==> src/sv/ecam_pkg.sv <==
// ecam_pkg: shared types, constants and tables for the fly camera block
// no dependencies; used by the channel interfaces and all camera modules
package ecam_pkg;

	localparam int POS_W = 32;
	localparam int VEC_W = 16;
	localparam int ANG_W = 15;
	localparam int ZOOM_W = 14;
	localparam int TRIG_W = 32;
	localparam int ZACC_W = 26;
	localparam int ATAN_W = 22;
	localparam int SQ_W = 64;
	localparam int LEN_W = 32;
	localparam int NUM_W = 47;
	localparam int QUO_W = 16;
	localparam int CFG_IDX_W = 2;
	localparam int CFG_DATA_W = 16;
	localparam int ATAN_COUNT = 24;

	localparam logic [1:0] MODE_MOVE = 2'd0;
	localparam logic [1:0] MODE_LOOK = 2'd1;
	localparam logic [1:0] MODE_ZOOM = 2'd2;

	localparam logic [2:0] DIR_BACK = 3'd1;
	localparam logic [2:0] DIR_LEFT = 3'd3;
	localparam logic [2:0] DIR_DOWN = 3'd5;

	localparam logic [CFG_IDX_W-1:0] CFG_SENS = 2'd0;
	localparam logic [CFG_IDX_W-1:0] CFG_SPEED = 2'd1;
	localparam logic [CFG_IDX_W-1:0] CFG_ALLOW_MOVE = 2'd2;
	localparam logic [CFG_IDX_W-1:0] CFG_ALLOW_LOOK = 2'd3;

	localparam logic [15:0] SENS_RESET = 16'd6554;
	localparam logic [15:0] SPEED_RESET = 16'd640;

	localparam logic signed [15:0] ANG_WRAP = 16'sd23040;
	localparam logic signed [15:0] ANG_HALF = 16'sd11520;
	localparam logic signed [15:0] ANG_HALF_NEG = -16'sd11520;
	localparam logic signed [15:0] ANG_QUARTER = 16'sd5760;
	localparam logic signed [15:0] ANG_QUARTER_NEG = -16'sd5760;
	localparam logic signed [15:0] PITCH_LIMIT = 16'sd5696;
	localparam logic signed [15:0] PITCH_LIMIT_NEG = -16'sd5696;

	localparam logic [ZOOM_W-1:0] ZOOM_MIN = 14'd256;
	localparam logic [ZOOM_W-1:0] ZOOM_MAX = 14'd11520;

	localparam logic signed [VEC_W-1:0] UNIT_Q14 = 16'sd16384;
	localparam logic signed [TRIG_W-1:0] CORDIC_K = 32'sd652032874;

	// atan(2^-i) in degrees times 2^16
	function automatic logic [ATAN_W-1:0] atan_deg16(input logic [4:0] idx);
		logic [ATAN_W-1:0] v;
		case (idx)
			5'd0: v = 22'd2949120;
			5'd1: v = 22'd1740967;
			5'd2: v = 22'd919879;
			5'd3: v = 22'd466945;
			5'd4: v = 22'd234379;
			5'd5: v = 22'd117304;
			5'd6: v = 22'd58666;
			5'd7: v = 22'd29334;
			5'd8: v = 22'd14668;
			5'd9: v = 22'd7334;
			5'd10: v = 22'd3667;
			5'd11: v = 22'd1833;
			5'd12: v = 22'd917;
			5'd13: v = 22'd458;
			5'd14: v = 22'd229;
			5'd15: v = 22'd115;
			5'd16: v = 22'd57;
			5'd17: v = 22'd29;
			5'd18: v = 22'd14;
			5'd19: v = 22'd7;
			5'd20: v = 22'd4;
			5'd21: v = 22'd2;
			5'd22: v = 22'd1;
			default: v = 22'd0;
		endcase
		return v;
	endfunction

endpackage

==> src/sv/ecam_sqrt.sv <==
// ecam_sqrt: bit-pair integer square root, one result bit per cycle
// depends on ecam_pkg for widths
module ecam_sqrt import ecam_pkg::*; (
	input  logic             clk,
	input  logic             arst_n,
	input  logic             start,
	input  logic [SQ_W-1:0]  val,
	output logic             done,
	output logic [LEN_W-1:0] root
);
	logic busy_q, done_q;
	logic [SQ_W-1:0] v_q, r_q, b_q, t, vn, rn;
	logic [LEN_W-1:0] root_q;

	always_comb begin
		t = r_q + b_q;
		if (v_q >= t) begin
			vn = v_q - t;
			rn = (r_q >> 1) + b_q;
		end else begin
			vn = v_q;
			rn = r_q >> 1;
		end
	end

	always_ff @(posedge clk or negedge arst_n) begin
		if (!arst_n) begin
			busy_q <= 1'b0;
			done_q <= 1'b0;
			v_q <= '0;
			r_q <= '0;
			b_q <= '0;
			root_q <= '0;
		end else begin
			done_q <= 1'b0;
			if (!busy_q) begin
				if (start) begin
					busy_q <= 1'b1;
					v_q <= val;
					r_q <= '0;
					b_q <= {2'b01, {(SQ_W-2){1'b0}}};
				end
			end else begin
				v_q <= vn;
				r_q <= rn;
				b_q <= b_q >> 2;
				if (b_q[0]) begin
					busy_q <= 1'b0;
					done_q <= 1'b1;
					root_q <= rn[LEN_W-1:0];
				end
			end
		end
	end

	assign done = done_q;
	assign root = root_q;
endmodule

==> config.mk <==
export PLATFORM = sky130hd
export DESIGN_NAME = ecam_sqrt
export DESIGN_NICKNAME = d
export VERILOG_FILES = /design/src/sv/ecam_pkg.sv /design/src/sv/ecam_sqrt.sv
export SDC_FILE = /design/constraint.sdc
export NUM_CORES = 1
export LEC_CHECK = 0
export BUFFER_PORTS_ARGS = -buffer_cell sky130_fd_sc_hd__clkbuf_2
export CAP_MARGIN = 15
export CORE_MARGIN = 1.5
export CORE_UTILIZATION = 50
export DETAILED_ROUTE_END_ITERATION = 10
export GPL_TIMING_DRIVEN = 1
export PLACE_DENSITY = 0.71
export SLEW_MARGIN = 20
export SYNTH_ARGS = -nofsm -noshare
export SYNTH_HDL_FRONTEND = slang
export SYNTH_SLANG_ARGS = --single-unit
==> constraint.sdc <==
create_clock -name clk -period 5.5 [get_ports clk]
set_input_delay 0.825 -clock clk [delete_from_list [all_inputs] [get_ports clk]]
set_output_delay 0.825 -clock clk [all_outputs]
set_load 0.03 [all_outputs]
* Yosys cells after proc, flatten, opt, wreduce, memory -nomap -nowiden
Index checks and enable logic that the tools add are counted.
Storage, ports and cells: flip-flop bits (word level) 226, input port bits 67, output and inout bits 33, word-level logic and storage cells 27
Cells by class: add/subtract/negate cells 3, order comparisons 1, equality and inequality tests 1, muxes and demuxes 13, reductions and logical operators 3
Operators by type and width (count):
- 64-bit two-way mux | 8
- 63-bit by 64-bit adder with 64-bit output | 1
- 64-bit adder | 1
- 64-bit >= comparator | 1
- 64-bit subtractor | 1
- 1-bit two-way mux | 5
- 2-bit AND reduction | 2
- 2-bit by 1-bit inequality test with 1-bit output (second input constant) | 1
- 2-bit nonzero test | 1

* Logic depth before layout (Yosys ltp)
depth in word-level cells 4, mapped depth 25, depth with buffers taken out 23

* Worst setup path after synthesis
OpenSTA, ideal clock, no wires.
path type register -> register, start reg r_q[2], end reg r_q[58], setup time 135 ps, data arrival time 4868 ps, data required time 5365 ps, path slack 497 ps, stages on the path, launching flop included 25, path buffers 2, clock period less this slack 5003 ps, cell sequence dfrtp_1 ha_1 a31oi_1 a211oi_2 a21bo_2 a31oi_2 o31ai_1 a21oi_1 o21bai_1 a31oi_1 o21ai_1 xnor2_1 ha_1 clkbuf_1 a21oi_1 o21ai_0 a31oi_1 o31ai_1 a221oi_1 nand3_1 o21a_4 buf_6 mux2_1 a22oi_1 o211ai_1
Between the ends: cells in the longest elaborated chain, start to end 4, elaborated cells on any way between the ends 5, those cells by class add/sub: 2; order compare: 1; mux: 2
Ends and longest elaborated chain:
- from (decl) | line ecam_sqrt.sv:12 | logic [SQ_W-1:0] v_q, r_q, b_q, t, vn, rn;
- from (signal assigned) | line ecam_sqrt.sv:45 | r_q <= rn;
- 64-bit adder | line ecam_sqrt.sv:16 | t = r_q + b_q;
- 64-bit >= comparator | line ecam_sqrt.sv:17 | if (v_q >= t) begin
- 64-bit two-way mux * | line ecam_sqrt.sv:17
- 64-bit two-way mux * | line ecam_sqrt.sv:36 | if (!busy_q) begin
Every way passes the cells marked *; elsewhere a longest branch is shown, timed or not. A chain may end at the register's enable or synchronous reset.

* Worst setup path in the final report
start reg r_q[4], end reg v_q[58]
Between the ends: cells in the longest elaborated chain, start to end 4, elaborated cells on any way between the ends 7, those cells by class add/sub: 2; order compare: 1; eq/ne: 1; mux: 2; reduce/logical: 1
Ends and longest elaborated chain:
- 64-bit adder * | line ecam_sqrt.sv:16
- 64-bit subtractor or 64-bit >= comparator (tied branches) | line ecam_sqrt.sv:18, ecam_sqrt.sv:17
- 64-bit two-way mux or 2-bit by 1-bit inequality test with 1-bit output (tied branches)
- 64-bit two-way mux or 2-bit AND reduction (tied branches)
- to (signal assigned) | line ecam_sqrt.sv:39 | v_q <= val;
- to (signal assigned) | line ecam_sqrt.sv:44 | v_q <= vn;
- to (decl) | line ecam_sqrt.sv:12
Every way passes the cells marked *; elsewhere a longest branch is shown, timed or not. The select of a mux whose other input is x is not followed.

==> results.json <==
{
  "synth_xor_area_frac": 0.08848,
  "ant_nets": 0,
  "grtUsageMet2": 0.4303,
  "fin_crit_sh": 0.9713,
  "path_clk_slew_ns": 0.09,
  "viasPerCell": 6.112,
  "drc": 0,
  "core_um2": 33530,
  "reg2reg_from": "r_q[4]$_DFFE_PN0P_",
  "relSlewSlack": 0.4531,
  "setup_violations": 0,
  "synth_edf_count": 0,
  "synthToLayoutAreaGrowth_pct": 12.99,
  "initial_core_util": 0.5077,
  "drt-total-wl_um": 50470,
  "gp_congestion": 0.9754,
  "fillers": 3095,
  "cts_root_buf": "clkbuf_16",
  "antenna_found_initial": 0,
  "clk_latency_ns": 0.48,
  "hold_viol_final": 0,
  "synth_cell_type_count": 100,
  "fmax_mhz": 187.2,
  "avgSynthCellArea_um2": 8.166,
  "drive_gt1_frac": 0.1638,
  "dp_hpwl_um": 38710,
  "num_rows": 67,
  "drv_slew": 0,
  "cp.arrival_ns": 5.72,
  "post_synth_inst_count": 2085,
  "start_kind": "flip-flop",
  "synth_top_area_frac": 0.2851,
  "synth-seq-area-share": 0.2851,
  "grt_max_degree": 78,
  "cts_sinks": 194,
  "setup.worst_path.start": "r_q[4]$_DFFE_PN0P_",
  "firstDrtPassIters": 6,
  "die_h_um": 187.5,
  "synthesis.area_um2": 17030,
  "synth_area_leader_cell": "dfrtp_1",
  "final.setup.worst_slack_ns": 0.1577,
  "tns_ns": 0,
  "num_antenna_cells": 0,
  "synth-async-reset-ratio": 1.000,
  "synth_ff_type": "dfrtp_1",
  "synthSimpleGateAreaFrac": 0.1835,
  "drt_iter0_drc": 1673,
  "utilization": 0.5737,
  "tightest_slew_ns": 0.8191,
  "fin_crit_ns": 5.342,
  "synth.area.top_cells": "dfrtp_1 29%, ha_1 9.6%, nand2_1 7.0%",
  "dieArea_um2": 35170,
  "muxShareOfSynthArea": 0.04549,
  "synth_nets": 2283,
  "synth_top_family_by_area": "compound AO/OA/AOI/OAI gates",
  "port-buffer-count": 99,
  "status": "complete, no violations",
  "multiInputGateArea_um2": 11670,
  "cts_max_path_buffers": 2,
  "max_cap_violations": 0,
  "reg2reg_depth": 20,
  "path_class": "reg -> reg",
  "endpoint_kind": "flip-flop",
  "yosysWarnings": 0,
  "io-pin-count": 100,
  "cts_made_buffers": 17,
  "synth_most_common_cell": "nand2_1",
  "synth_compound_area_frac": 0.2614,
  "synth.cells.most_frequent": "316 x nand2_1, 195 x o21ai_0, 194 x dfrtp_1, 143 x nor2_1, 137 x a21oi_1",
  "grt_util_met3": 0.04436,
  "ff_latch_area_um2": 4860,
  "vias": 16250,
  "grtUsageTotal": 0.2880,
  "grt_pass1_vias": 15330,
  "crit_required_ns": 5.88,
  "routedWlPerCell_um": 18.99,
  "critPathMaxFanout": 5,
  "cts_tree": "yes",
  "synth.ff_latch_count": 194,
  "finClkSkew_ns": 0.01894,
  "hp-class": "in -> async",
  "synth_fa_ha_area_frac": 0.09671,
  "timing.hold.ws_ns": 0.3622,
  "use_met1": 0.4365,
  "holdBufCountCts": 0,
  "die_x_um": 187.5,
  "grt-ovfl-total": 0,
  "nets": 2395,
  "htree_levels": 4,
  "preCtsSetupSlack_ns": -0.3152,
  "grt.busiest_layer": "met1",
  "grt_first_pass_wirelength_um": 82000
}
==> routing by layer <==
metal / part of all wire / wire length [um]
met4: 0.015 / 745
met5: 0 / 0
met3: 0.065 / 3281
met1: 0.49 / 24730
met2: 0.43 / 21710
==> per-stage QoR <==
step           area [um^2]  std cells
6_report             19240       2658
4_1_cts              19030       2650
5_1_grt              19240       2658
3_5_place_dp         18360       2616
2_1_floorplan        17030       2085
3_3_place_gp         18360       2616
==> repair_timing <==
item / CTS / global route
pin swaps: 4 / 10
setup buffers: 2 / 8
resized for setup: 5 / 31
setup endpoints to repair: 152 / 159
==> layout make-up <==
type | instances | area share
multi-input combinational | 1745 | 0.6068
sequential | 194 | 0.2526
timing repair buffer | 209 | 0.07304
tap | 448 | 0.02914
clock buffer | 17 | 0.02211
clock inverter | 15 | 0.01041
inverter | 30 | 0.005854
==> critical path: stages, from the launching register on <==
cell	delay, ns
dfrtp_1	0.41
ha_1	0.37
a211oi_2	0.22
a211oi_2	0.07
a21bo_2	0.25
a31oi_2	0.21
buf_4	0.15
nor2_1	0.05
or2_2	0.30
a31oi_1	0.20
xor2_1	0.34
ha_1	0.36
a21oi_1	0.25
o21ai_0	0.17
a2111oi_1	0.42
o21ai_1	0.21
a21o_1	0.28
a21oi_4	0.26
o22ai_1	0.19
mux2_2	0.31
a221oi_2	0.22
==> flip-flops by register name (all words and copies together), names as in the netlist <==
register and cells:
b_q 32, r_q 64, v_q 64, busy_q 1
root 32, done 1
==> final timing paths <==
| kind | to | slack [ns] |
|---|---|---|
| worst min register to register | root[0]$_DFFE_PN0P_ | 0.49 |
| max in group asynchronous | busy_q$_DFF_PN0_ | 3.97 |
| min in group clk | root[0]$_DFFE_PN0P_ | 0.49 |
| worst max-delay path | v_q[58]$_DFFE_PN0P_ | 0.16 |
| worst max register to register | v_q[58]$_DFFE_PN0P_ | 0.16 |
| worst min-delay path | root[10]$_DFFE_PN0P_ | 0.36 |
==> cells in the final DEF (no fill, tap or decap), drive strengths merged, types with 35 or more instances in the layout <==
| master | n |
|---|---|
| a21oi | 139 |
| a22o | 36 |
| a31oi | 58 |
| buf | 111 |
| clkbuf | 115 |
| dfrtp | 194 |
| ha | 130 |
| inv | 37 |
| mux2 | 35 |
| mux2i | 38 |
| nand2 | 317 |
| nand3 | 36 |
| nand4 | 46 |
| nor2 | 143 |
| nor2b | 37 |
| o21ai | 210 |
| xnor2 | 94 |
| xor2 | 78 |
==> logic make-up (layout without fill, tap and decap cells) <==
group | after synthesis | after routing
AOI/OAI and AO/OA | 685 | 685
xor gates and xnor gates | 172 | 172
adders and majority gates | 131 | 131
buffers and inverters | 146 | 271
DFF | 194 | 194
muxes | 73 | 73
and+or+nand+nor | 684 | 684
Power is not shown: default switching activity piles up to over one toggle a cycle in this logic, so the estimate is an artifact.
