--- src/sv/ecam_pkg.sv ---
// ecam_pkg: shared types, constants and tables for the fly camera block
// no dependencies; used by the channel interfaces and all camera modules
package ecam_pkg;

	localparam int POS_W = 32;
	localparam int VEC_W = 16;
	localparam int ANG_W = 15;
	localparam int ZOOM_W = 14;
	localparam int TRIG_W = 32;
	localparam int ZACC_W = 26;
	localparam int ATAN_W = 22;
	localparam int SQ_W = 64;
	localparam int LEN_W = 32;
	localparam int NUM_W = 47;
	localparam int QUO_W = 16;
	localparam int CFG_IDX_W = 2;
	localparam int CFG_DATA_W = 16;
	localparam int ATAN_COUNT = 24;

	localparam logic [1:0] MODE_MOVE = 2'd0;
	localparam logic [1:0] MODE_LOOK = 2'd1;
	localparam logic [1:0] MODE_ZOOM = 2'd2;

	localparam logic [2:0] DIR_BACK = 3'd1;
	localparam logic [2:0] DIR_LEFT = 3'd3;
	localparam logic [2:0] DIR_DOWN = 3'd5;

	localparam logic [CFG_IDX_W-1:0] CFG_SENS = 2'd0;
	localparam logic [CFG_IDX_W-1:0] CFG_SPEED = 2'd1;
	localparam logic [CFG_IDX_W-1:0] CFG_ALLOW_MOVE = 2'd2;
	localparam logic [CFG_IDX_W-1:0] CFG_ALLOW_LOOK = 2'd3;

	localparam logic [15:0] SENS_RESET = 16'd6554;
	localparam logic [15:0] SPEED_RESET = 16'd640;

	localparam logic signed [15:0] ANG_WRAP = 16'sd23040;
	localparam logic signed [15:0] ANG_HALF = 16'sd11520;
	localparam logic signed [15:0] ANG_HALF_NEG = -16'sd11520;
	localparam logic signed [15:0] ANG_QUARTER = 16'sd5760;
	localparam logic signed [15:0] ANG_QUARTER_NEG = -16'sd5760;
	localparam logic signed [15:0] PITCH_LIMIT = 16'sd5696;
	localparam logic signed [15:0] PITCH_LIMIT_NEG = -16'sd5696;

	localparam logic [ZOOM_W-1:0] ZOOM_MIN = 14'd256;
	localparam logic [ZOOM_W-1:0] ZOOM_MAX = 14'd11520;

	localparam logic signed [VEC_W-1:0] UNIT_Q14 = 16'sd16384;
	localparam logic signed [TRIG_W-1:0] CORDIC_K = 32'sd652032874;

	// atan(2^-i) in degrees times 2^16
	function automatic logic [ATAN_W-1:0] atan_deg16(input logic [4:0] idx);
		logic [ATAN_W-1:0] v;
		case (idx)
			5'd0: v = 22'd2949120;
			5'd1: v = 22'd1740967;
			5'd2: v = 22'd919879;
			5'd3: v = 22'd466945;
			5'd4: v = 22'd234379;
			5'd5: v = 22'd117304;
			5'd6: v = 22'd58666;
			5'd7: v = 22'd29334;
			5'd8: v = 22'd14668;
			5'd9: v = 22'd7334;
			5'd10: v = 22'd3667;
			5'd11: v = 22'd1833;
			5'd12: v = 22'd917;
			5'd13: v = 22'd458;
			5'd14: v = 22'd229;
			5'd15: v = 22'd115;
			5'd16: v = 22'd57;
			5'd17: v = 22'd29;
			5'd18: v = 22'd14;
			5'd19: v = 22'd7;
			5'd20: v = 22'd4;
			5'd21: v = 22'd2;
			5'd22: v = 22'd1;
			default: v = 22'd0;
		endcase
		return v;
	endfunction

endpackage

--- src/sv/ecam_div.sv ---
// ecam_div: restoring divider for vector normalization, one quotient bit per cycle
// depends on ecam_pkg for widths
module ecam_div import ecam_pkg::*; (
	input  logic             clk,
	input  logic             arst_n,
	input  logic             start,
	input  logic [NUM_W-1:0] num,
	input  logic [LEN_W-1:0] den,
	output logic             done,
	output logic [QUO_W-1:0] quo
);
	logic busy_q, done_q;
	logic [3:0] cnt_q;
	logic [LEN_W:0] rem_q, sh;
	logic [QUO_W-1:0] lo_q, q_q, qn;
	logic [LEN_W-1:0] den_q;

	always_comb begin
		sh = {rem_q[LEN_W-1:0], lo_q[QUO_W-1]};
		qn = {q_q[QUO_W-2:0], 1'b0};
		if (sh >= {1'b0, den_q}) begin
			qn[0] = 1'b1;
		end
	end

	always_ff @(posedge clk or negedge arst_n) begin
		if (!arst_n) begin
			busy_q <= 1'b0;
			done_q <= 1'b0;
			cnt_q <= '0;
			rem_q <= '0;
			lo_q <= '0;
			q_q <= '0;
			den_q <= '0;
		end else begin
			done_q <= 1'b0;
			if (!busy_q) begin
				if (start) begin
					busy_q <= 1'b1;
					cnt_q <= '0;
					rem_q <= {2'b0, num[NUM_W-1:QUO_W]};
					lo_q <= num[QUO_W-1:0];
					q_q <= '0;
					den_q <= den;
				end
			end else begin
				rem_q <= qn[0] ? sh - {1'b0, den_q} : sh;
				lo_q <= lo_q << 1;
				q_q <= qn;
				cnt_q <= cnt_q + 1'b1;
				if (cnt_q == 4'd15) begin
					busy_q <= 1'b0;
					done_q <= 1'b1;
				end
			end
		end
	end

	assign done = done_q;
	assign quo = q_q;
endmodule

--- config.mk ---
export PLATFORM = sky130hd
export DESIGN_NAME = ecam_div
export DESIGN_NICKNAME = d
export VERILOG_FILES = /design/src/sv/ecam_pkg.sv /design/src/sv/ecam_div.sv
export SDC_FILE = /design/constraint.sdc
export NUM_CORES = 1
export LEC_CHECK = 0
export BUFFER_PORTS_ARGS = -buffer_cell sky130_fd_sc_hd__buf_2
export CAP_MARGIN = 30
export CORE_UTILIZATION = 45
export CTS_CLUSTER_DIAMETER = 100
export DETAILED_ROUTE_END_ITERATION = 8
export PLACE_DENSITY = 0.66
export SLEW_MARGIN = 20
export SYNTH_ARGS = -nofsm -noshare
export SYNTH_HDL_FRONTEND = slang
export SYNTH_SLANG_ARGS = --single-unit
--- constraint.sdc ---
create_clock -name clk -period 4.2 [get_ports clk]
set_clock_uncertainty 0.2 [all_clocks]
set_input_delay 1.05 -clock clk [delete_from_list [all_inputs] [get_ports clk]]
set_output_delay 1.05 -clock clk [all_outputs]
set_load 0.005 [all_outputs]
After elaboration in Yosys (flattened, before gate mapping)
Cells that the tools add are included.
{"block": "classes", "n_addsub": 2, "eq_ne": 1, "reduce_logical": 2, "n_bitwise": 1, "order_cmp": 1, "muxes": 15}
{"cell": "$mux W32", "n": 3}
{"cell": "$mux W16", "n": 4}
{"cell": "$ge A33 B32 Y1", "n": 1}
{"cell": "$sub A32 B32 Y32", "n": 1}
{"cell": "$mux W4", "n": 2}
{"cell": "$mux W1", "n": 6}
{"cell": "$add A4 B1 Y4 const B", "n": 1}
{"cell": "$eq A4 B4 Y1 const B", "n": 1}
{"cell": "$reduce_and A2 Y1", "n": 1}
{"cell": "$reduce_bool A2 Y1", "n": 1}
{"cell": "$not A1 Y1", "n": 1}
{"block": "word_totals", "elab_cells": 29, "output_inout_bits": 17, "ff_bits": 102}

Depth between registers and ports, before layout
{"block": "logic_depth", "word_depth": 4, "ltp_mapped": 13, "mapped_depth_nobuf": 12}

Worst setup path after synthesis
No wires, ideal clock.
{"block": "synth_path", "kind": "reg-to-reg", "from": "register lo_q[15]", "to": "register rem_q[24]", "path_stages_with_launch": 13, "t_required_ns": 3.904, "n_path_buf": 0, "setup_time_ns": 0.096, "t_arrival_ns": 2.641, "path_slack_ns": 1.264, "path_cell_list": "dfrtp_1 inv_1 ha_1 inv_1 fa_1 a21o_1 a311o_1 a31oi_2 a21oi_2 a31oi_4 o21bai_1 and4_1 nor4_2"}
{"block": "synth_via", "elab_chain_len": 4}
{"element": "from (decl)", "line_no": "ecam_div.sv:15", "rtl": "logic [QUO_W-1:0] lo_q, q_q, qn;"}
{"element": "from (signal assigned)", "line_no": "ecam_div.sv:42", "rtl": "lo_q <= num[QUO_W-1:0];"}
{"element": "from (signal assigned)", "line_no": "ecam_div.sv:48", "rtl": "lo_q <= lo_q << 1;"}
{"element": "$ge A33 B32 Y1", "line_no": "ecam_div.sv:21", "rtl": "if (sh >= {1'b0, den_q}) begin"}
{"element": "$mux W1", "line_no": "ecam_div.sv:21"}
{"element": "$mux W32 (*)", "line_no": "ecam_div.sv:47", "rtl": "rem_q <= qn[0] ? sh - {1'b0, den_q} : sh;"}
{"element": "$mux W32 (*)", "line_no": "ecam_div.sv:37", "rtl": "if (!busy_q) begin"}
{"element": "to (signal assigned)", "line_no": "ecam_div.sv:41", "rtl": "rem_q <= {2'b0, num[NUM_W-1:QUO_W]};"}
{"element": "to (signal assigned)", "line_no": "ecam_div.sv:47"}
{"element": "to (decl)", "line_no": "ecam_div.sv:14", "rtl": "logic [LEN_W:0] rem_q, sh;"}
Every way passes the cells marked *; elsewhere a longest branch is shown, timed or not.
A chain may end at the register's enable or synchronous reset.

Final worst setup path
{"block": "layout_path", "from": "register lo_q[15]", "to": "register rem_q[18]"}
Same word-level chain as after synthesis.

==> out/summary.md <==
## CTS
* 360 ps — Skew-Pair Late Insertion Delay
* 0 — post-cts resize count
* sky130_fd_sc_hd__clkbuf_16 — Clk Tree Root Cell
* 2 — Max Root-Sink Buffers
* 0 — total of hold buffers inserted after clock tree synthesis
* done — CTS tree
* 70 ps — clk slew on worst S/H paths
* 0 — number of buffers inserted by post-CTS setup repair
* 3 — H-tree Lvls
* 102 — TritonCTS Sinks
* 9 — Inserted Clock Buffers

## Pwr
* 1020 mW/mm² — Power per Cell Area
* 4.04 mW — internal power
* 10.3% — power share of the clock group
* 0.467 mV — worst supply voltage drop on vdd
* 3.47 mW — reported net switching power
* 46.2% — switching fraction of total power
* 24.5% — share of total power in sequential cells
* 3.37 nW — static leakage
* 65.1% — Combinational Power Share

## Detailed routing
* 4 — DRT Pass-1 Iters
* 227 — number of DRC violations after detailed-routing iteration 0
* 15.3 mm — aggregate routed wire length
* 5.52 — vias per cell
* 5535 — number of vias after detailed routing
* 0 — remaining number of nets flagged by the antenna check after routing
* 0 — DRC viols
* 15.2 µm — wire per inst

## Synth
* 102 — flops & latches, synth
* 0 — Yosys warning count
* 0 — number of enable-type register cells in the synthesized netlist
* 65 — number of distinct library cells after synthesis
* 0.00647 mm² — synthesized area
* 39.5% — share of the synthesized area in the top cell type
* sky130_fd_sc_hd__dfrtp_1 — commonest register cell after synthesis
* 100% — ys async rst share
* sky130_fd_sc_hd__dfrtp_1 — Synth area leader
* 8.71 µm² — mean instance size in the synthesized netlist
* 39.5% — share of synthesized area occupied by flip-flops and latches
* 743 — cell count after synthesis
* sky130_fd_sc_hd__dfrtp_1 (39%), sky130_fd_sc_hd__nand2_1 (7.0%), sky130_fd_sc_hd__ha_1 (6.4%), sky130_fd_sc_hd__o21ai_0 (5.9%), sky130_fd_sc_hd__a211oi_1 (3.4%) — cell types occupying the most area after synthesis
* 859 — net count after synthesis

## Hold path
* flop to flop — hold crit path type

## Finish
* 13.9% — Area Overhead vs Synth
* 0.00737 mm² — final standard cell area without fillers
* 0 — # diodes
* 0.00256 mm² — FF+latch area
* 1323 — Filler Cell Count
* 52.9% — utilization of the core after routing
* 933 — Final Net Count
* 17.0% — share of post-route cells with drive strength above 1
* 0.00357 mm² — footprint of the multi-input gates

## Placement
* 802 ps — worst slack at placement
* 98 — Buffers on Ports
* 10.9 mm — half-perimeter wire length of the detailed placement result
* 0.00708 mm² — post-placement cell area
* 0.885 — final RePlAce weighted congestion

## Setup path
* flop — crit end category
* 3450 ps — arrival time worst endpoint
* flop to flop — Setup Crit Path Kind
* 4280 ps — worst path required time
* 4 — CP Max Fanout
* flop — sort of element at the start of the critical path
* 830 ps — register-to-register setup slack

## Run status
* completed — status

## Floorplanning
* 0.0139 mm² — area inside the core boundary
* 99 — I/O pin count
* 122 µm — Die X
* 0.0149 mm² — total die area
* 46.4% — Initial Util
* 43 — number of standard-cell rows in the floorplan
* 122 µm — Chip Height

## Timing
* false — setup repair after global routing missed its margin
* 0 — number of failing hold endpoints at the final stage
* 3370 ps — Final min period
* 80.2% — fraction of the cycle the final worst path needs
* 832 ps — PnR worst setup slack
* 48.7% — worst slew margin relative to its limit
* 0 ps — aggregate negative setup slack
* 0.297 GHz — fmax
* 0 — Setup Viol. Count Final
* 0 — number of slew-limit violations in the final report
* 770 ps — worst-margin pin slew

## GRT
* 78 — maximum number of pins on one net before global-route repair
* 0 — global route overflow
* 25.3 mm — wire length of the first global-routing pass
* 5471 — via count of the first global-routing pass
* 21.5% — GRT Overall Usage
* 0 — number of antenna violations at the first check in global routing

## Job
* 0 — MaxCap Viol Count

flip-flops by register name, indices dropped and copies added (netlist names):
| signal | flops |
|---|---|
| den_q | 32 |
| rem_q | 32 |
| lo_q | 16 |
| quo | 16 |
| cnt_q | 4 |
| busy_q | 1 |
| done | 1 |
metrics by stage:
step                      std cells  hold WS (ps)  total power [mW]
after CTS                      1001           287              7.50
after detailed placement        985           274              6.67
after global placement          985           262              6.52
after floorplan                 743           252              5.62
after global routing           1002           309              8.22
final                          1002           285              7.51
synthesized netlist by cell type, drive strengths merged (2+ instances only):
| cell | number |
|---|---|
| a211o | 2 |
| a211oi | 29 |
| a21boi | 4 |
| a21o | 14 |
| a21oi | 33 |
| a22o | 6 |
| a22oi | 2 |
| a31o | 3 |
| a31oi | 30 |
| and2 | 3 |
| and3 | 2 |
| and4 | 7 |
| buf | 12 |
| clkbuf | 32 |
| dfrtp | 102 |
| ha | 33 |
| inv | 43 |
| mux2 | 5 |
| mux2i | 20 |
| nand2 | 121 |
| nand2b | 18 |
| nand3 | 12 |
| nand3b | 2 |
| nand4 | 8 |
| nor2 | 18 |
| nor2b | 31 |
| nor3 | 6 |
| nor3b | 4 |
| nor4 | 2 |
| nor4b | 3 |
| o2111ai | 3 |
| o211ai | 6 |
| o21a | 5 |
| o21ai | 77 |
| o21bai | 5 |
| o22ai | 3 |
| or2 | 2 |
| or3 | 4 |
| xnor2 | 14 |
| xor2 | 6 |
final timing paths:
| check | to | cells past startpoint | start |
|---|---|---|---|
| worst max register to register | rem_q[18] | 12 | lo_q[15] |
| worst max-delay path | rem_q[18] | 12 | lo_q[15] |
| max in group asynchronous | rem_q[16] | 2 | arst_n |
| worst min-delay path | lo_q[12] | 2 | lo_q[11] |
| min in group asynchronous | den_q[4] | 1 | arst_n |
| worst min register to register | lo_q[12] | 2 | lo_q[11] |
layout make-up:
cell class                      instances  share of cell area [%]
Inverter                               43                    2.19
Tap cell                              180                    3.06
Multi-Input combinational cell        554                    48.5
Clock buffer                           12                    3.21
Timing Repair Buffer                  107                    7.92
Clock inverter                          4                   0.442
Sequential cell                       102                    34.7
worst max-delay path, stage by stage (launching register included):
cell                       delay [ps]
sky130_fd_sc_hd__dfrtp_1          420
sky130_fd_sc_hd__inv_1             70
sky130_fd_sc_hd__ha_1             160
sky130_fd_sc_hd__inv_1             50
sky130_fd_sc_hd__fa_1             410
sky130_fd_sc_hd__a21o_1           230
sky130_fd_sc_hd__a311o_1          450
sky130_fd_sc_hd__a31oi_1          440
sky130_fd_sc_hd__o211ai_1         190
sky130_fd_sc_hd__a31o_2           270
sky130_fd_sc_hd__xnor2_1          130
sky130_fd_sc_hd__nand2_1           80
sky130_fd_sc_hd__a31oi_1          160
cell usage in the layout, fill, tap and decap left out, types with 17 or more instances in the layout:
cell type and instances:
sky130_fd_sc_hd__a211oi_1 29, sky130_fd_sc_hd__a21oi_1 31, sky130_fd_sc_hd__a31oi_1 28, sky130_fd_sc_hd__buf_2 96, sky130_fd_sc_hd__dfrtp_1 101, sky130_fd_sc_hd__ha_1 33
sky130_fd_sc_hd__inv_1 43, sky130_fd_sc_hd__mux2i_1 20, sky130_fd_sc_hd__nand2_1 121, sky130_fd_sc_hd__nand2b_1 18, sky130_fd_sc_hd__nor2_1 17, sky130_fd_sc_hd__nor2b_1 30
sky130_fd_sc_hd__o21ai_0 76
power by group through the flow:
stage               combinational [mW]  sequential (mW)  clock (mW)
global placement                  4.69             1.83           0
finish                            4.89             1.84       0.777
global route                      5.48             1.92       0.831
detailed placement                4.82             1.86           0
CTS                               4.86             1.84       0.802
floorplan                         3.88             1.74           0
cell families (layout without fill, tap and decap cells):
group                      after synthesis  count (layout)  synth area share (%)
muxes                                   25              25                  3.97
xor gates and xnor gates                20              20                  2.71
AOI/OAI and AO/OA                      231             231                  22.9
and+or+nand+nor                        244             244                  18.8
buffers and inverters                   87             166                  5.49
adders and majority gates               34              34                  6.69
DFF                                    102             102                  39.5
routing by layer:
metal / share of wire, % / track usage, %
met2: 49 / 37.0
met5: 0 / 0
met3: 4.5 / 5.20
met4: 1.5 / 7.10
met1: 45 / 26.2
No activity file was read; power rests on OpenSTA's default activity.
