<file path="config.mk">
export PLATFORM = sky130hd
export DESIGN_NAME = ecam_cordic
export DESIGN_NICKNAME = d
export VERILOG_FILES = /design/src/sv/ecam_pkg.sv /design/src/sv/ecam_cordic.sv
export SDC_FILE = /design/constraint.sdc
export NUM_CORES = 1
export LEC_CHECK = 0
export BUFFER_PORTS_ARGS = -buffer_cell sky130_fd_sc_hd__buf_2
export CORE_MARGIN = 3
export CORE_UTILIZATION = 55
export CTS_CLUSTER_SIZE = 25
export DETAILED_ROUTE_END_ITERATION = 6
export PLACE_DENSITY_LB_ADDON = 0.15
export REMOVE_ABC_BUFFERS = 1
export SYNTH_ARGS = -nofsm -noshare
export SYNTH_HDL_FRONTEND = slang
export SYNTH_SLANG_ARGS = --single-unit
</file>
<file path="constraint.sdc">
create_clock -name clk -period 10.75 [get_ports clk]
set_clock_uncertainty 0.15 [all_clocks]
set_input_delay 2.15 -clock clk [delete_from_list [all_inputs] [get_ports clk]]
set_output_delay 2.15 -clock clk [all_outputs]
set_load 0.005 [all_outputs]
</file>
<file path="src/sv/ecam_pkg.sv">
// ecam_pkg: shared types, constants and tables for the fly camera block
// no dependencies; used by the channel interfaces and all camera modules
package ecam_pkg;

	localparam int POS_W = 32;
	localparam int VEC_W = 16;
	localparam int ANG_W = 15;
	localparam int ZOOM_W = 14;
	localparam int TRIG_W = 32;
	localparam int ZACC_W = 26;
	localparam int ATAN_W = 22;
	localparam int SQ_W = 64;
	localparam int LEN_W = 32;
	localparam int NUM_W = 47;
	localparam int QUO_W = 16;
	localparam int CFG_IDX_W = 2;
	localparam int CFG_DATA_W = 16;
	localparam int ATAN_COUNT = 24;

	localparam logic [1:0] MODE_MOVE = 2'd0;
	localparam logic [1:0] MODE_LOOK = 2'd1;
	localparam logic [1:0] MODE_ZOOM = 2'd2;

	localparam logic [2:0] DIR_BACK = 3'd1;
	localparam logic [2:0] DIR_LEFT = 3'd3;
	localparam logic [2:0] DIR_DOWN = 3'd5;

	localparam logic [CFG_IDX_W-1:0] CFG_SENS = 2'd0;
	localparam logic [CFG_IDX_W-1:0] CFG_SPEED = 2'd1;
	localparam logic [CFG_IDX_W-1:0] CFG_ALLOW_MOVE = 2'd2;
	localparam logic [CFG_IDX_W-1:0] CFG_ALLOW_LOOK = 2'd3;

	localparam logic [15:0] SENS_RESET = 16'd6554;
	localparam logic [15:0] SPEED_RESET = 16'd640;

	localparam logic signed [15:0] ANG_WRAP = 16'sd23040;
	localparam logic signed [15:0] ANG_HALF = 16'sd11520;
	localparam logic signed [15:0] ANG_HALF_NEG = -16'sd11520;
	localparam logic signed [15:0] ANG_QUARTER = 16'sd5760;
	localparam logic signed [15:0] ANG_QUARTER_NEG = -16'sd5760;
	localparam logic signed [15:0] PITCH_LIMIT = 16'sd5696;
	localparam logic signed [15:0] PITCH_LIMIT_NEG = -16'sd5696;

	localparam logic [ZOOM_W-1:0] ZOOM_MIN = 14'd256;
	localparam logic [ZOOM_W-1:0] ZOOM_MAX = 14'd11520;

	localparam logic signed [VEC_W-1:0] UNIT_Q14 = 16'sd16384;
	localparam logic signed [TRIG_W-1:0] CORDIC_K = 32'sd652032874;

	// atan(2^-i) in degrees times 2^16
	function automatic logic [ATAN_W-1:0] atan_deg16(input logic [4:0] idx);
		logic [ATAN_W-1:0] v;
		case (idx)
			5'd0: v = 22'd2949120;
			5'd1: v = 22'd1740967;
			5'd2: v = 22'd919879;
			5'd3: v = 22'd466945;
			5'd4: v = 22'd234379;
			5'd5: v = 22'd117304;
			5'd6: v = 22'd58666;
			5'd7: v = 22'd29334;
			5'd8: v = 22'd14668;
			5'd9: v = 22'd7334;
			5'd10: v = 22'd3667;
			5'd11: v = 22'd1833;
			5'd12: v = 22'd917;
			5'd13: v = 22'd458;
			5'd14: v = 22'd229;
			5'd15: v = 22'd115;
			5'd16: v = 22'd57;
			5'd17: v = 22'd29;
			5'd18: v = 22'd14;
			5'd19: v = 22'd7;
			5'd20: v = 22'd4;
			5'd21: v = 22'd2;
			5'd22: v = 22'd1;
			default: v = 22'd0;
		endcase
		return v;
	endfunction

endpackage

</file>
<file path="src/sv/ecam_cordic.sv">
// ecam_cordic: iterative rotation cordic, one micro-rotation per cycle
// depends on ecam_pkg for widths, gain and the atan table
module ecam_cordic import ecam_pkg::*; #(
	parameter int ITERATIONS = 16
) (
	input  logic                     clk,
	input  logic                     arst_n,
	input  logic                     start,
	input  logic signed [ANG_W-1:0]  ang,
	output logic                     done,
	output logic signed [TRIG_W-1:0] cos_o,
	output logic signed [TRIG_W-1:0] sin_o
);
	localparam int NI = (ITERATIONS > ATAN_COUNT) ? ATAN_COUNT : ITERATIONS;
	localparam int IW = $clog2(NI);

	logic busy_q, done_q, neg_q;
	logic [IW-1:0] i_q;
	logic signed [TRIG_W-1:0] x_q, y_q, xn, yn, c_q, s_q;
	logic signed [ZACC_W-1:0] z_q, zn, at;
	logic signed [15:0] a_in, a_fold;
	logic fold_neg;

	always_comb begin
		a_in = {ang[ANG_W-1], ang};
		a_fold = a_in;
		fold_neg = 1'b0;
		if (a_in > ANG_QUARTER) begin
			a_fold = a_in - ANG_HALF;
			fold_neg = 1'b1;
		end else if (a_in < ANG_QUARTER_NEG) begin
			a_fold = a_in + ANG_HALF;
			fold_neg = 1'b1;
		end
	end

	always_comb begin
		at = $signed({4'b0, atan_deg16(5'(i_q))});
		if (!z_q[ZACC_W-1]) begin
			xn = x_q - (y_q >>> i_q);
			yn = y_q + (x_q >>> i_q);
			zn = z_q - at;
		end else begin
			xn = x_q + (y_q >>> i_q);
			yn = y_q - (x_q >>> i_q);
			zn = z_q + at;
		end
	end

	always_ff @(posedge clk or negedge arst_n) begin
		if (!arst_n) begin
			busy_q <= 1'b0;
			done_q <= 1'b0;
			neg_q <= 1'b0;
			i_q <= '0;
			x_q <= '0;
			y_q <= '0;
			z_q <= '0;
			c_q <= '0;
			s_q <= '0;
		end else begin
			done_q <= 1'b0;
			if (!busy_q) begin
				if (start) begin
					busy_q <= 1'b1;
					neg_q <= fold_neg;
					i_q <= '0;
					x_q <= CORDIC_K;
					y_q <= '0;
					z_q <= {a_fold, 10'b0};
				end
			end else begin
				x_q <= xn;
				y_q <= yn;
				z_q <= zn;
				i_q <= i_q + 1'b1;
				if (i_q == IW'(NI - 1)) begin
					busy_q <= 1'b0;
					done_q <= 1'b1;
					c_q <= neg_q ? -xn : xn;
					s_q <= neg_q ? -yn : yn;
				end
			end
		end
	end

	assign done = done_q;
	assign cos_o = c_q;
	assign sin_o = s_q;
endmodule

</file>
Word level (Yosys, flattened, before mapping)
Memory sizes are Yosys's and may differ from the RTL's.
Cells that the tools add are included.
W data, S select, Z words.
{"block": "word_totals", "rom_bits": 352, "n_memories": 1, "wordCells": 52, "output_inout_bits": 65, "register_bits": 161, "inputBits": 18}
{"block": "classes", "n_addsub": 11, "muxes": 22, "reduce_logical": 3, "shift": 2, "eq_ne": 1, "bitwise_logic": 1, "magnitude_cmp": 2}
{"name": "(no name shown)", "words": 16, "word_bits": 22, "rd": 1, "rd_clocked_by_memory_dff": 0, "write_ports": 0, "line": "ecam_pkg.sv:53", "source": "case (idx)"}
{"cell": "$mux W32", "n": 8}
{"cell": "$mux W26", "n": 3}
{"cell": "$add A32 B32 Y32", "n": 2}
{"cell": "$neg A32 Y32", "n": 2}
{"cell": "$sshr A32 B4 Y32", "n": 2}
{"cell": "$sub A32 B32 Y32", "n": 2}
{"cell": "$mux W16", "n": 2}
{"cell": "$add A26 B23 Y26", "n": 1}
{"cell": "$sub A26 B23 Y26", "n": 1}
{"cell": "$add A15 B15 Y16 const B", "n": 1}
{"cell": "$sub A15 B15 Y16 const B", "n": 1}
{"cell": "$gt A15 B14 Y1 const B", "n": 1}
{"cell": "$lt A15 B14 Y1 const B", "n": 1}
{"cell": "$mux W4", "n": 2}
{"cell": "$mux W1", "n": 7}
{"cell": "$add A4 B1 Y4 const B", "n": 1}
{"cell": "$eq A4 B4 Y1 const B", "n": 1}
{"cell": "$reduce_and A2 Y1", "n": 2}
{"cell": "$reduce_bool A2 Y1", "n": 1}
{"cell": "$not A1 Y1", "n": 1}

Logic depth before layout (Yosys ltp)
Gate-level depths: netlist of run 1.
{"block": "depth", "word_depth": 5, "ltp_mapped": 29, "depth_no_buf": 25}

Worst setup path before layout of run 1
OpenSTA, ideal clock, no wires.
{"block": "synth_timing", "path_kind": "register to register", "start": "reg i_q[2]", "end": "reg s_q[30] (netlist: sin_o[30])", "arrival_time_ns": 6.463, "setup_slack_ns": 4.006, "path_buffers": 7, "synth_period_minus_slack_ns": 6.744, "setup_time_ns": 0.130, "path_stages_with_launch": 27, "required_ns": 10.470, "path_cell_list": "dfrtp_1 > buf_1 > buf_1 > clkbuf_1 > clkbuf_1 > clkbuf_1 > buf_1 > nand2_1 > o21ai_0 > ha_1 > nand2_1 > o21a_1 > a21oi_1 > a21oi_1 > xnor2_1 > ha_1 > clkbuf_1 > nand4_1 > a2111oi_1 > nor2_1 > xnor2_1 > or4_4 > nor4_4 > nand4_1 > o31ai_1 > xor2_1 > o21ai_1"}
{"block": "synth_between", "elab_chain_len": 5}
{"element": "from (decl)", "line": "ecam_cordic.sv:18", "source": "logic [IW-1:0] i_q;"}
{"element": "from (signal assigned)", "line": "ecam_cordic.sv:76", "source": "i_q <= i_q + 1'b1;"}
{"element": "$sshr A32 B4 Y32", "line": "ecam_cordic.sv:41, ecam_cordic.sv:45"}
{"element": "$add A32 B32 Y32 / $sub A32 B32 Y32 (equally long branches)", "line": "ecam_cordic.sv:41, ecam_cordic.sv:45"}
{"element": "$mux W32", "line": "ecam_cordic.sv:39", "source": "if (!z_q[ZACC_W-1]) begin"}
{"element": "$neg A32 Y32", "line": "ecam_cordic.sv:81", "source": "s_q <= neg_q ? -yn : yn;"}
{"element": "$mux W32", "line": "ecam_cordic.sv:81"}
{"element": "to (signal assigned)", "line": "ecam_cordic.sv:81"}
{"element": "to (decl)", "line": "ecam_cordic.sv:19", "source": "logic signed [TRIG_W-1:0] x_q, y_q, xn, yn, c_q, s_q;"}
Several ways; a longest one is shown, not always the timed one.
A chain may end at the register's enable or synchronous reset.

Worst setup path after layout of run 1
{"block": "layout_timing", "start": "reg i_q[3]", "end": "reg c_q[31] (netlist: cos_o[31])"}
{"block": "layout_between", "elab_chain_len": 5}
{"element": "$sshr A32 B4 Y32", "line": "ecam_cordic.sv:40, ecam_cordic.sv:44"}
{"element": "$sub A32 B32 Y32 / $add A32 B32 Y32 (equally long branches)", "line": "ecam_cordic.sv:40, ecam_cordic.sv:44"}
{"element": "$mux W32", "line": "ecam_cordic.sv:39"}
{"element": "$neg A32 Y32", "line": "ecam_cordic.sv:80", "source": "c_q <= neg_q ? -xn : xn;"}
{"element": "$mux W32", "line": "ecam_cordic.sv:80"}
{"element": "to (signal assigned)", "line": "ecam_cordic.sv:80"}
{"element": "to (decl)", "line": "ecam_cordic.sv:19"}
Several ways; a longest one is shown, not always the timed one.

==> results.py, run 1 <==
metrics = {
    "yosys": {
        "netlist_area_um2": 18240,
        "synth-seq-cells": 161,
        "synth_edf_count": 0,
        "ys_warn_count": 0,
        "seq_area_frac_synth_pct": 22.08,
        "synth.distinct_cells": 94,
        "ys_dominant_reg_cell": "dfrtp_1",
        "synthArstFlopShare_pct": 100.0,
        "avgSynthCellArea_um2": 8.105,
        "synth_cells": 2251,
    },
    "timing": {
        "max_freq_mhz": 129.5,
        "layout_min_cycle_time_ns": 7.722,
        "hold_viol": 0,
        "period_share_pct": 71.83,
        "setup-violations-final": 0,
        "max_slew.worst_pin.slew_ns": 1.082,
        "tns_ns": 0,
        "relSlewSlack_pct": 27.61,
        "rsz0062_at_grt": "no",
        "slew_violations": 0,
    },
    "final_layout": {
        "drive_gt1_share_pct": 12.00,
        "final_cell_mix": "nand2_1, o21ai_0, nor2_1, dfrtp_1, a21oi_1",
        "syn_to_final_growth_pct": 6.502,
        "antenna_cells": 0,
        "mostFrequentLayoutCell": "nand2_1",
        "fin_nets": 2356,
    },
    "setup_path": {
        "r2r_slack_ns": 3.03,
        "r2r_cells": 21,
        "r2r-start": "i_q[3]",
        "cp-start-kind": "register",
        "endpoint_kind": "register",
        "required_ns": 10.92,
        "worstPathArrival_ns": 7.89,
        "worstSetupPathType": "register to register",
        "crit_path_top_delay_cell": "buf_4",
        "path_cells": "buf_4 -> mux4_2 -> mux2_2 -> mux2_4 -> or4_4 -> nor3b_2 -> and3b_1 -> nor2_1 -> xnor2_1 -> ha_1 -> nand4_1 -> nor2_1 -> nand2_1 -> o221ai_1 -> o21ai_0 -> a21oi_1 -> o21ai_0 -> a2111oi_0 -> a41oi_1 -> xnor2_1 -> o21ai_1",
        "worstPathMaxFanout": 85,
        "critPathMaxStageDelay_ns": 0.76,
        "rr_endpoint": "cos_o[31]",
    },
    "clock_tree": {
        "cts-hold-fix-buffers": 0,
        "cts_buffers": 17,
        "clk_latency_ns": 0.46,
        "clkSinkCount": 161,
        "clkTransAtPathRegs_ns": 0.07,
        "cts_setup_buffers": 0,
        "cts_max_level": 4,
        "cts_tree": "done",
        "cts_resized": 0,
        "clockBufferDepth": 2,
        "root_buffer": "clkbuf_16",
    },
    "detailed_routing": {
        "postRouteAntennaNets": 0,
        "dr_total_vias": 17280,
        "route.detailed.drc": 0,
        "wirelength_um": 55540,
        "dr.pass1.iters": 5,
        "wl_per_cell_um": 20.69,
        "viasPerCell": 6.436,
        "drt_iter0_markers": 1898,
    },
    "die": {
        "core_area_um2": 32620,
        "dieArea_um2": 35390,
        "die_h_um": 188.1,
        "io_pins": 83,
        "rows": 66,
        "start_util_pct": 55.93,
        "die_x_um": 188.1,
    },
    "global_routing": {
        "grt_max_degree": 91,
        "grt_pass1_wl_um": 88800,
        "grt-ovfl-total": 0,
        "first_global_vias": 16110,
        "grt.total_usage_pct": 31.04,
        "grt_antenna_before_repair": 0,
    },
    "worst_hold_path": {
        "hold_depth": 2,
        "hp-class": "register to register",
        "hp-start": "sin_o[6]",
        "min_to": "sin_o[6]",
    },
    "place": {
        "place_congestion": 0.9322,
        "dp_hpwl_um": 40240,
        "portBuffers": 82,
    },
    "run": {
        "maxCapViolCount": 0,
    },
    "status": {
        "status": "complete, no violations",
    },
}
[logic make-up after synthesis]
kind of cell    share of synthesized area (%)
simple gates                            19.10
compound gates                          23.77
xor+xnor                                10.03
buf+inv                                 4.424
flops                                   22.08
mux                                     13.00
fa+ha+maj                               7.599
[Yosys cell counts, types with 31 or more instances]
cell	n	area, µm²
a21o_1	50	375.4
a21oi_1	153	765.7
clkbuf_1	86	322.8
dfrtp_1	161	4029
ha_1	106	1326
inv_1	56	210.2
mux2_2	31	349.1
mux2i_1	64	640.6
mux4_2	60	1351
nand2_1	291	1092
nand2b_1	34	212.7
nand3_1	32	160.2
nor2_1	160	600.6
nor3_1	48	240.2
o21ai_0	200	1001
xnor2_1	112	980.9
xor2_1	95	832.1
[area by class of cell]
type / instances / area [µm²]
clock inverters: 12 / 207.7
flip-flops and latches: 161 / 4044
clock buffers: 20 / 446.7
inverters: 57 / 214.0
repair buffers: 100 / 551.8
well taps: 442 / 553.0
multi-input cells: 1892 / 13410
fillers: 3057 / 13190
[worst max path at each step]
stage / slack [ns] / end / start
finish: 3.03 / cos_o[31] / i_q[3]
global route: 2.46 / sin_o[30] / i_q[3]
CTS: 2.72 / sin_o[30] / i_q[3]
detailed placement: 2.79 / sin_o[30] / i_q[3]
global placement: 2.99 / sin_o[30] / i_q[3]
floorplan: 2.18 / sin_o[30] / i_q[0]
[registers in the layout, summed over array words and instances (netlist names)]
signal,cells
busy_q,1
cos_o,32
done,1
i_q,4
neg_q,1
sin_o,32
x_q,32
y_q,32
z_q,26
[critical path, delay by kind of cell, from the launching register on]
kind | cells | cell delay (ns)
xor gates and xnor gates | 2 | 0.37
and+or+nand+nor | 7 | 1.86
AOI/OAI and AO/OA | 7 | 2.14
DFF | 1 | 0.54
muxes | 3 | 1.19
adders and majority gates | 1 | 0.48
buffers and inverters | 1 | 0.76
[metrics by stage]
step	hold WS (ns)	utilization, %	cells	worst slack, ns	instance area, µm²
detailed placement	0.3084	57.55	2652	2.786	18770
global placement	0.3030	57.55	2652	2.987	18770
CTS	0.3291	59.55	2684	2.718	19420
floorplan	0.3034	-	2110	2.175	17650
global route	0.3425	59.57	2684	2.463	19430
finish	0.3218	59.57	2684	3.028	19430
[layer usage]
| layer | part of all wire, % | up-vias | track usage, % | wire length, µm |
|---|---|---|---|---|
| li1 | - | 8200 | - | - |
| met1 | 47 | 8382 | 45.58 | 26360 |
| met2 | 43 | 623 | 47.28 | 24060 |
| met3 | 6.8 | 70 | 5.104 | 3794 |
| met4 | 2.4 | 0 | 8.773 | 1330 |
| met5 | 0 | - | 0 | 0 |
Power of run 1 is not shown: default switching activity piles up to over one toggle a cycle in this logic, so the estimate is an artifact.
==> run 2, diff against run 1 <==
- clock period: 10.75 -> 7.5 ns (I/O delays scaled with it)
==> results.py, run 2 (synthesis results as in run 1) <==
metrics = {
    "status": {
        "status": "complete, no violations",
    },
    "timing": {
        "relSlewSlack_pct": 27.07,
        "layout_min_cycle_time_ns": 7.030,
        "period_share_pct": 93.74,
        "max_slew.worst_pin.slew_ns": 1.090,
        "finalWorstSetupSlack_ns": 0.4696,
        "rsz0062_at_grt": "no",
        "setup-violations-final": 0,
        "max_freq_mhz": 142.2,
        "hold_viol": 0,
        "slew_violations": 0,
        "tns_ns": 0,
    },
    "final_layout": {
        "fin_nets": 2366,
        "final_cell_mix": "nand2_1, o21ai_0, nor2_1, dfrtp_1, a21oi_1",
        "antenna_cells": 0,
        "num-fill-cells": 2994,
        "drive_gt1_share_pct": 12.34,
        "mostFrequentLayoutCell": "nand2_1",
        "stdcell_count": 2694,
        "syn_to_final_growth_pct": 6.769,
        "multi_input_area_um2": 13410,
        "seq_area_um2": 4044,
    },
    "setup_path": {
        "startpoint": "i_q[3]",
        "cp-start-kind": "register",
        "rr_endpoint": "cos_o[31]",
        "r2r-start": "i_q[3]",
        "worstSetupPathType": "register to register",
        "required_ns": 7.68,
        "worstPathArrival_ns": 7.21,
        "worstPathMaxFanout": 60,
        "endpoint_kind": "register",
        "r2r_slack_ns": 0.47,
        "endpoint": "cos_o[31]",
        "r2r_cells": 22,
    },
    "global_routing": {
        "grt_max_degree": 87,
        "grt_pass1_wl_um": 88310,
        "grt.total_usage_pct": 31.02,
        "grt_antenna_before_repair": 1,
        "grt-ovfl-total": 0,
        "first_global_vias": 15910,
    },
    "die": {
        "die_x_um": 188.1,
        "rows": 66,
        "core_area_um2": 32620,
        "start_util_pct": 55.93,
        "dieArea_um2": 35390,
        "io_pins": 83,
        "die_h_um": 188.1,
    },
    "clock_tree": {
        "clockBufferDepth": 2,
        "root_buffer": "clkbuf_16",
        "cts-hold-fix-buffers": 0,
        "cts_tree": "done",
        "clkSinkCount": 161,
        "clk_latency_ns": 0.47,
        "cts_buffers": 17,
        "clkTransAtPathRegs_ns": 0.07,
        "cts_resized": 0,
        "cts_setup_buffers": 0,
        "cts_max_level": 4,
    },
    "detailed_routing": {
        "dr.pass1.iters": 7,
        "wl_per_cell_um": 20.38,
        "wirelength_um": 54900,
        "route.detailed.drc": 0,
        "drt_iter0_markers": 1845,
        "dr_total_vias": 17260,
        "viasPerCell": 6.407,
        "postRouteAntennaNets": 0,
    },
    "run": {
        "maxCapViolCount": 0,
    },
    "place": {
        "place_congestion": 0.9201,
        "place_ws_ns": 0.5787,
        "dp_cells": 2661,
        "dp_hpwl_um": 40250,
        "portBuffers": 82,
    },
    "worst_hold_path": {
        "hp-class": "register to register",
    },
}
==> run 2: stage by stage <==
stage / util, % / instance area [µm²] / hold WS, ns
2_1_floorplan: - / 17650 / 0.3034
3_3_place_gp: 57.79 / 18850 / 0.2996
3_5_place_dp: 57.79 / 18850 / 0.3140
4_1_cts: 59.65 / 19460 / 0.3294
5_1_grt: 59.72 / 19480 / 0.3501
6_report: 59.72 / 19480 / 0.3223
==> run 2: worst min-delay path by stage <==
stage,depth (start not counted),slack [ns],end,start
after floorplan,2,0.30,z_q[9],z_q[9]
after global placement,2,0.30,sin_o[6],sin_o[6]
after detailed placement,2,0.31,sin_o[6],sin_o[6]
after CTS,2,0.33,sin_o[11],sin_o[11]
after global routing,2,0.35,cos_o[4],cos_o[4]
final,2,0.32,sin_o[6],sin_o[6]
==> run 2: per-layer routing <==
metal  wire length [µm]  vias up  track usage (%)
met1              25950     8301            46.56
met2              23620      654            46.15
met4               1331        0            8.427
li1                   -     8218                -
met5                  0        -                0
met3               4002       87            5.216
==> run 2: area by class of cell <==
type	instances	share of cell area, %
clock buffer	22	2.434
clock inverter	10	0.6873
inverter	57	1.098
multi-input combinational	1892	68.83
sequential	161	20.76
tap	442	2.839
timing repair buffer	110	3.347
==> run 2: worst max-delay path, stage by stage (launching register included) <==
cell and delay [ns]:
dfrtp_4 0.78, buf_4 0.63, mux4_2 0.40, a2111oi_1 0.52
o2111ai_1 0.19, a221oi_1 0.51, and2_1 0.23, nor2b_1 0.17
nand2_1 0.07, nor2_1 0.28, a21oi_1 0.14, xnor2_1 0.16
ha_1 0.36, a21o_1 0.20, a21oi_1 0.19, o211ai_1 0.14
o21ai_0 0.34, o22a_1 0.20, o21ai_0 0.21, a2111oi_0 0.51
a41oi_1 0.20, xnor2_1 0.24, o21ai_1 0.07
Power of run 2 is left out for the same reason.
==> run 3, diff against run 2 <==
- ABC_AREA: unset -> 1
- GPL_ROUTABILITY_DRIVEN: unset -> 0
- SETUP_SLACK_MARGIN: unset -> 0.1
==> results.py, run 3 <==
metrics = {
    "setup_path": {
        "required_ns": 7.70,
        "path_delay_family": "simple AND/OR/NAND/NOR gates",
        "r2r_slack_ns": 1.21,
        "worstPathMaxFanout": 67,
        "startpoint": "i_q[2]",
        "crit_buf_inv": 5,
        "critPathMaxStageDelay_ns": 1.15,
        "r2r_cells": 28,
        "worstPathArrival_ns": 6.49,
        "rr_endpoint": "cos_o[30]",
        "endpoint_kind": "register",
        "endpoint": "cos_o[30]",
        "crit_path_top_delay_cell": "dfrtp_2",
        "path_depth": 28,
        "r2r-start": "i_q[2]",
        "worstSetupPathType": "register to register",
        "cp-start-kind": "register",
        "cpMostUsedCell": "nand2_1",
    },
    "place": {
        "place_ws_ns": 1.354,
        "dp_hpwl_um": 44330,
        "portBuffers": 82,
    },
    "global_routing": {
        "first_global_vias": 19350,
        "grt_antenna_before_repair": 0,
        "grt_pass1_wl_um": 94720,
        "grt.total_usage_pct": 31.73,
        "grt-ovfl-total": 0,
        "grt_max_degree": 108,
    },
    "timing": {
        "max_freq_mhz": 159.0,
        "slew_violations": 0,
        "finalWorstSetupSlack_ns": 1.209,
        "period_share_pct": 83.88,
        "max_slew.worst_pin.slew_ns": 1.203,
        "rsz0062_at_grt": "no",
        "hold_viol": 0,
        "setup-violations-final": 0,
        "relSlewSlack_pct": 19.80,
        "layout_min_cycle_time_ns": 6.291,
        "tns_ns": 0,
    },
    "status": {
        "status": "complete, no violations",
    },
    "clock_tree": {
        "cts_tree": "done",
        "cts_max_level": 4,
        "clkTransAtPathRegs_ns": 0.08,
        "clkSinkCount": 161,
        "cts_resized": 0,
        "cts-hold-fix-buffers": 0,
        "cts_setup_buffers": 0,
        "clockBufferDepth": 2,
        "clk_latency_ns": 0.47,
        "cts_buffers": 17,
        "root_buffer": "clkbuf_16",
    },
    "die": {
        "die_h_um": 190.6,
        "dieArea_um2": 36340,
        "start_util_pct": 56.77,
        "die_x_um": 190.6,
        "core_area_um2": 33030,
        "io_pins": 83,
        "rows": 66,
    },
    "final_layout": {
        "antenna_cells": 0,
        "final_cell_mix": "nand2_1, nand3_1, inv_1, nor2_1, o21ai_0",
        "fin_nets": 3265,
        "mostFrequentLayoutCell": "nand2_1",
        "syn_to_final_growth_pct": 5.819,
        "drive_gt1_share_pct": 5.839,
    },
    "detailed_routing": {
        "viasPerCell": 5.778,
        "wirelength_um": 57930,
        "wl_per_cell_um": 16.12,
        "route.detailed.drc": 0,
        "dr.pass1.iters": 6,
        "postRouteAntennaNets": 0,
        "dr_total_vias": 20760,
        "drt_iter0_markers": 1929,
    },
    "yosys": {
        "avgSynthCellArea_um2": 5.989,
        "synth-seq-cells": 161,
        "ys_dominant_reg_cell": "dfrtp_1",
        "yosysMostFrequentCell": "nand2_1",
        "synth_area_leaders": "dfrtp_1, nand2_1, nand3_1",
        "synthArstFlopShare_pct": 100.0,
        "netlist_area_um2": 18750,
        "synth_edf_count": 0,
        "seq_area_frac_synth_pct": 21.49,
        "netlist.area_leader.share_pct": 21.49,
        "synthTopCellsByCount": "nand2_1, nand3_1, inv_1",
        "synth.distinct_cells": 47,
        "synth_cells": 3131,
        "ys_warn_count": 0,
        "synth_top_cell_by_area": "dfrtp_1",
    },
    "run": {
        "maxCapViolCount": 0,
    },
    "worst_hold_path": {
        "hp-class": "register to register",
    },
}
run 3: metrics by stage:
stage	util (%)	hold slack, ns	std cells	instance area [µm²]
final	60.07	0.3259	3593	19840
after global routing	60.07	0.3478	3593	19840
after CTS	60.07	0.3277	3593	19840
after detailed placement	58.37	0.3103	3561	19280
after global placement	58.37	0.3081	3561	19280
after floorplan	-	0.3055	3023	18180
run 3: logic make-up (layout without fill, tap and decap cells):
group	count (synthesis)	in the layout	synth area share [%]
buf+inv	462	482	10.10
xor+xnor	138	138	6.446
simple gates	1804	1804	41.06
compound gates	457	457	13.51
flops	161	161	21.49
fa+ha+maj	109	109	7.394
run 3: layer usage:
metal / GRT usage (%) / vias to the layer above / part of all wire (%)
met4: 13.46 / 0 / 3.8
met5: 0 / - / 0
met3: 4.393 / 154 / 7.1
met1: 42.21 / 9498 / 44
met2: 51.77 / 810 / 45
li1: - / 10300 / -
run 3: worst min-delay path by stage:
stage                    from   endpoint  slack (ns)  cells past startpoint
floorplan              z_q[6]     z_q[6]        0.31                      2
global placement    cos_o[18]  cos_o[18]        0.31                      2
detailed placement  cos_o[22]  cos_o[22]        0.31                      2
CTS                 cos_o[22]  cos_o[22]        0.33                      2
global route        cos_o[12]  cos_o[12]        0.35                      2
finish              cos_o[29]  cos_o[29]        0.33                      2
run 3: worst register-to-register path: cells and delay by family (launching register included):
kind                       cells  cell delay, ns
buffers and inverters          5            0.64
AOI/OAI and AO/OA              5            1.12
DFF                            1            1.15
xor gates and xnor gates       1            0.21
and+or+nand+nor               16            2.58
adders and majority gates      1            0.33
run 3: layout make-up:
cell class              instances  area, µm²
clock buffers                  18      439.2
fillers                      3285      13190
clock inverters                14      122.6
inverters                     354       1330
repair buffers                 96      521.8
multi-input cells            2508      12840
flip-flops and latches        161       4034
well taps                     442      553.0
Power of run 3 is left out for the same reason.
